--- src/hw/rtl/sbef_pkg.sv ---
`default_nettype none
// ----------------------------------------------------------------------------
// sbef_pkg
// Shared types, register indexes and Q31 arithmetic helpers for the stereo
// biquad with truncation error feedback.
// ----------------------------------------------------------------------------
package sbef_pkg;

    localparam int DATA_W     = 32;
    localparam int ACC_W      = 64;
    localparam int REM_W      = 31;
    localparam int CFG_ADDR_W = 5;
    localparam int REG_IDX_W  = 3;

    localparam logic [REG_IDX_W-1:0] REG_B0 = 3'd0;
    localparam logic [REG_IDX_W-1:0] REG_B1 = 3'd1;
    localparam logic [REG_IDX_W-1:0] REG_B2 = 3'd2;
    localparam logic [REG_IDX_W-1:0] REG_A1 = 3'd3;
    localparam logic [REG_IDX_W-1:0] REG_A2 = 3'd4;

    localparam logic [ACC_W-1:0]  SMAX64   = 64'h7FFF_FFFF_FFFF_FFFF;
    localparam logic [ACC_W-1:0]  SMIN64   = 64'h8000_0000_0000_0000;
    localparam logic [DATA_W-1:0] Q31_NEG1 = 32'h8000_0000;

    typedef logic signed [DATA_W-1:0] sample_t;
    typedef logic [ACC_W-1:0]         acc_t;
    typedef logic [REM_W-1:0]         rem_t;

    // Coefficient set shared by both channels, each value is half the true one.
    typedef struct packed {
        sample_t b0;
        sample_t b1;
        sample_t b2;
        sample_t a1;
        sample_t a2;
    } coef_t;

    // Fractional Q31 x Q31 product in Q63; (-1) x (-1) clamps to the maximum.
    function automatic acc_t frac_mul(input sample_t a, input sample_t b);
        logic signed [ACC_W-1:0] p;
        p = ACC_W'(a) * ACC_W'(b);
        if (a == Q31_NEG1 && b == Q31_NEG1)
            return SMAX64;
        return {p[ACC_W-2:0], 1'b0};
    endfunction

    function automatic acc_t sat_add(input acc_t a, input acc_t b);
        acc_t s;
        s = a + b;
        if (a[ACC_W-1] == b[ACC_W-1] && s[ACC_W-1] != a[ACC_W-1])
            return a[ACC_W-1] ? SMIN64 : SMAX64;
        return s;
    endfunction

    function automatic acc_t sat_sub(input acc_t a, input acc_t b);
        acc_t s;
        s = a - b;
        if (a[ACC_W-1] != b[ACC_W-1] && s[ACC_W-1] != a[ACC_W-1])
            return a[ACC_W-1] ? SMIN64 : SMAX64;
        return s;
    endfunction

    function automatic acc_t sat_shl1(input acc_t a);
        if (a[ACC_W-1:ACC_W-2] == 2'b01)
            return SMAX64;
        if (a[ACC_W-1:ACC_W-2] == 2'b10)
            return SMIN64;
        return {a[ACC_W-2:0], 1'b0};
    endfunction

endpackage
`default_nettype wire

--- src/hw/rtl/sbef_cfg_regs.sv ---
`default_nettype none
// ----------------------------------------------------------------------------
// sbef_cfg_regs
// APB-style register file for the five halved biquad coefficients.
// ----------------------------------------------------------------------------
module sbef_cfg_regs
    import sbef_pkg::*;
(
    input  wire logic                  clk,
    input  wire logic                  rst_n,
    input  wire logic                  psel,
    input  wire logic                  penable,
    input  wire logic                  pwrite,
    input  wire logic [CFG_ADDR_W-1:0] paddr,
    input  wire logic [DATA_W-1:0]     pwdata,
    output logic      [DATA_W-1:0]     prdata,
    output logic                       pready,
    output coef_t                      coef
);

    coef_t                coef_reg;
    coef_t                coef_next;
    logic                 wr_en;
    logic [REG_IDX_W-1:0] reg_idx;

    assign pready  = 1'b1;
    assign wr_en   = psel && penable && pwrite && pready;
    assign reg_idx = paddr[CFG_ADDR_W-1:2];
    assign coef    = coef_reg;

    always_comb
    begin
        coef_next = coef_reg;
        if (wr_en)
        begin
            unique case (reg_idx)
                REG_B0:  coef_next.b0 = pwdata;
                REG_B1:  coef_next.b1 = pwdata;
                REG_B2:  coef_next.b2 = pwdata;
                REG_A1:  coef_next.a1 = pwdata;
                REG_A2:  coef_next.a2 = pwdata;
                default: coef_next = coef_reg;
            endcase
        end
    end

    always_comb
    begin
        unique case (reg_idx)
            REG_B0:  prdata = coef_reg.b0;
            REG_B1:  prdata = coef_reg.b1;
            REG_B2:  prdata = coef_reg.b2;
            REG_A1:  prdata = coef_reg.a1;
            REG_A2:  prdata = coef_reg.a2;
            default: prdata = '0;
        endcase
    end

    always_ff @(posedge clk or negedge rst_n)
    begin
        if (!rst_n)
            coef_reg <= '0;
        else
            coef_reg <= coef_next;
    end

endmodule
`default_nettype wire

--- config.mk ---
export PLATFORM = sky130hd
export DESIGN_NAME = sbef_cfg_regs
export DESIGN_NICKNAME = d
export VERILOG_FILES = /design/src/hw/rtl/sbef_pkg.sv /design/src/hw/rtl/sbef_cfg_regs.sv
export SDC_FILE = /design/constraint.sdc
export NUM_CORES = 1
export LEC_CHECK = 0
export BUFFER_PORTS_ARGS = -buffer_cell sky130_fd_sc_hd__buf_2
export CAP_MARGIN = 0
export CORE_ASPECT_RATIO = 0.8
export CORE_MARGIN = 5
export CORE_UTILIZATION = 25
export CTS_BUF_LIST = sky130_fd_sc_hd__clkbuf_4 sky130_fd_sc_hd__clkbuf_8
export DETAILED_ROUTE_END_ITERATION = 10
export HOLD_SLACK_MARGIN = 0.15
export SYNTH_ARGS = -nofsm -noshare
export SYNTH_HDL_FRONTEND = slang
export SYNTH_SLANG_ARGS = --single-unit
--- constraint.sdc ---
create_clock -name clk -period 2.13 [get_ports clk]
set_input_delay 0.1065 -clock clk [delete_from_list [all_inputs] [get_ports clk]]
set_output_delay 0.1065 -clock clk [all_outputs]
set_load 0.02 [all_outputs]
==> impl.org <==
** Cells and area
- Compared with the post-synthesis result, the final layout area differs by 34.54%.
- Finished Cell Area :: 9617 sq um
- The layout has 2808 filler cells.
- 0 antenna diodes ended up in the layout.
- Ratio of cells with drive above 1 in the final layout :: 0.5997
- Max FFs per register :: 160
- Layout Nets :: 781

** Yosys
- Yosys top cell by area :: dfrtp_1
- Netlist cell types :: 25
- Yosys attributes the largest share of cell area to dfrtp_1 56%, mux2_2 20%, mux2_4 6.3%.
- Of the post-synthesis cell area, the dominant cell type holds 0.5601.
- Mean Syn Cell Area :: 15.27 sq um
- Counting flops and latches in the post-synthesis netlist gives 160.
- Synthesized net count :: 510
- Ranked by instance count, the synthesized netlist is headed by 160 x dfrtp_1, 125 x mux2_2, 32 x mux2i_1.
- Of all flip-flops after synthesis, the portion carrying an async set or reset was 1.000.
- Yosys synthesis warning count :: 0
- By instance count, the leading cell after synthesis is dfrtp_1.
- Number of enable-type register cells in the synthesized netlist :: 0
- Share of the yosys chip area belonging to registers :: 0.5601
- Number of cells produced by synthesis :: 468
- In this run the cell area of the synthesized design comes to 7148 sq um.
- For this run, the leading register cell type out of synthesis is dfrtp_1.

** Floorplanning
- Die span in x :: 199.1 microns
- Number of rows in the core area :: 55
- The core region is 28210 sq um.
- Boundary pin count :: 235
- The initial utilization of the core area, before any placement, comes to 0.2533.
- The floorplan step defined a die boundary enclosing 32090 sq um.
- Measured along the y axis, the die boundary spans 161.2 microns.

** Critical path
- Launch instance of the worst register-to-register path :: coef[142]
- In this design, the critical path's most frequently occurring cell is buf_2.
- Critical path buffer and inverter count :: 2
- Worst Path Required :: 2.02 ns
- WP data arrival :: 1.81 ns
- Worst Path Max Fanout :: 31
- Cell family with most CP delay :: simple AND/OR/NAND/NOR gates
- Worst setup EP type :: output port
- STA classifies the critical path startpoint as an input port.
- Worst reg-to-reg setup slack :: 1.31 ns
- For this design, the slowest cell found on the critical path is nor2_4.
- In this run the critical register-to-register path is captured at coef[142].
- Traced cell by cell, the critical path runs through buf_2, nand2b_1, nor2_4, a221o_1, buf_2.
- For this run, the slowest stage of the critical path takes 0.81 ns.
- The setup path with the least slack is of type in -> out.
- Counting cells, the worst reg-to-reg path comes to 1.

** Route
- DR iter-0 viols :: 141
- In this run the remaining antenna-violating nets after routing total 0.
- Using the TritonRoute via totals, the vias-per-cell ratio works out to 4.618.
- After detailed routing, the average wire length per cell comes to 20.09 microns.
- DR pass1 iterations :: 4
- Summed over all layers, the routed wires come to 22.54 mm.
- The routed layout has 5181 vias.
- For this run, design rule violations remaining after detail routing come to 0.

** Clock network
- Number of CTS-inserted buffers :: 17
- TritonCTS built the clock tree.
- The clock passes through at most 2 buffers.
- Clock-pin slew on the worst setup and hold paths :: 0.09 ns
- Counting every sink on the clock net gives 160.
- The H-tree generated during clock tree synthesis spans 4 levels.
- Buffer type at the clock tree root :: clkbuf_8
- In this run the post-CTS setup repair buffer count came out at 0.
- Clock latency on the worst-skew pair :: 0.45 ns

** Run
- Number of max-cap violations :: 0

** Worst hold path
- The path class of the tightest hold or removal check is in -> async.

** Global route
- For this run the aggregate overflow at the end of global routing stands at 0.
- The number of antenna violations at the first check in global routing was 1.
- The number of global-route vias before repair is 5502.
- For this run, the total global-route usage over all layers was measured as 0.1396.
- The first global-routing pass estimated 34.21 mm of wire.
- Largest net degree at the start of global routing :: 57

** Timing
- Derived from the worst setup path, the maximum achievable clock frequency is 0.5205 GHz.
- The tightest hold path in the finished design has a slack of 0.1928 ns.
- The clock period could shrink to 1.921 ns.
- Final Hold Vio Count :: 0
- Worst-Margin Slew :: 1.036 ns
- Final setup vio count :: 0
- Setup repair after global routing left no endpoint under its margin.
- For the final routed database, the setup TNS stands at 0 ns.
- Portion of the clock cycle consumed by the worst path in the final layout :: 0.9020
- Final worst clock skew :: 0 ns
- Max-slew violation count :: 0
- Worst max-slew margin expressed relative to the limit :: 0.3074

** Placed design
- At the end of routability-driven placement, the weighted congestion stood at 0.7477.
- Number of buffers added on ports :: 231
- Placement Cell Area :: 8852 sq um
- Estimated wirelength of the detail-placed design :: 15.41 mm

** Power
- IR analysis of the VDD net gives a maximum drop of 0.0005200 V.
- Areal power density over the cells :: 978.3 nW/um^2
- For this design the static power due to leakage is 0.004854 uW.
- Total power for the finished layout comes to 9408 uW.

** Outcome
- Outcome :: completed
==> routing by layer <==
| metal | vias up | global-route usage | part of all wire |
|---|---|---|---|
| met5 | - | 0 | 0.00058 |
| met4 | 2 | 0.02579 | 0.0060 |
| met3 | 15 | 0.04943 | 0.075 |
| met2 | 176 | 0.2204 | 0.46 |
| met1 | 2673 | 0.1874 | 0.45 |
| li1 | 2315 | - | - |
==> cells by family (layout without fill, tap and decap cells) <==
logic type / Yosys count / after routing / synth area share
muxes: 192 / 192 / 0.3126
DFF: 160 / 160 / 0.5601
AOI/OAI and AO/OA: 63 / 63 / 0.08209
buffers and inverters: 35 / 319 / 0.02643
and+or+nand+nor: 17 / 17 / 0.01820
other: 1 / 1 / 0.0005246
==> through the flow <==
stage | util | std cells | setup slack (ns)
global route | 0.3408 | 1122 | 0.1099
CTS | 0.3408 | 1122 | 0.1826
floorplan | - | 468 | 0.6630
detailed placement | 0.3137 | 1057 | 0.1853
global placement | 0.3137 | 1057 | 0.2681
finish | 0.3408 | 1122 | 0.2088
==> report_power, final <==
group	total, uW	switching (uW)	internal [uW]	leakage [uW]
Clock	2460	1150	1310	0.000223
Sequential	4130	500	3630	0.00205
Combinational	2820	1620	1200	0.00259
Total	9410	3270	6140	0.00485
==> how the worst max path moves through the flow <==
| stage | start | to | depth (start not counted) |
|---|---|---|---|
| after floorplan | paddr[2] | coef[11] | 6 |
| after detailed placement | paddr[2] | prdata[26] | 5 |
| after CTS | paddr[2] | prdata[26] | 5 |
| after global placement | paddr[2] | prdata[26] | 5 |
| final | paddr[2] | prdata[26] | 5 |
| after global routing | paddr[2] | prdata[26] | 5 |
==> cells in the final DEF (no fill, tap or decap), types with 2 or more instances in the layout <==
cell / synthesis / routed
clkbuf_8: 0 / 21
mux2_4: 30 / 30
o2bb2ai_1: 31 / 31
clkinv_4: 0 / 2
buf_2: 15 / 230
buf_12: 0 / 4
dlygate4sd3_1: 0 / 33
nor3b_4: 0 / 2
mux2_1: 5 / 5
clkinv_2: 0 / 3
nand3b_1: 2 / 2
a221o_1: 31 / 31
nor2_4: 0 / 3
bufinv_16: 0 / 3
mux2_2: 125 / 125
buf_4: 4 / 19
mux2i_1: 32 / 32
dfrtp_1: 160 / 160
clkbuf_4: 0 / 2
==> area by class of cell <==
cell class	count	area (sq um)	share of cell area
sequential	160	4004	0.4163
tap	370	462.9	0.04814
timing repair buffer	287	1715	0.1784
clock buffer	23	304.0	0.03162
multi-input combinational	273	3000	0.3120
clock inverter	9	130.1	0.01353
==> what timing repair did <==
action | 4_1_cts | 5_1_grt
resized for setup | 0 | 0
hold buffers | 33 | 0
endpoints found under the hold margin | 320 | 0
No activity file was read; power rests on OpenSTA's default activity.
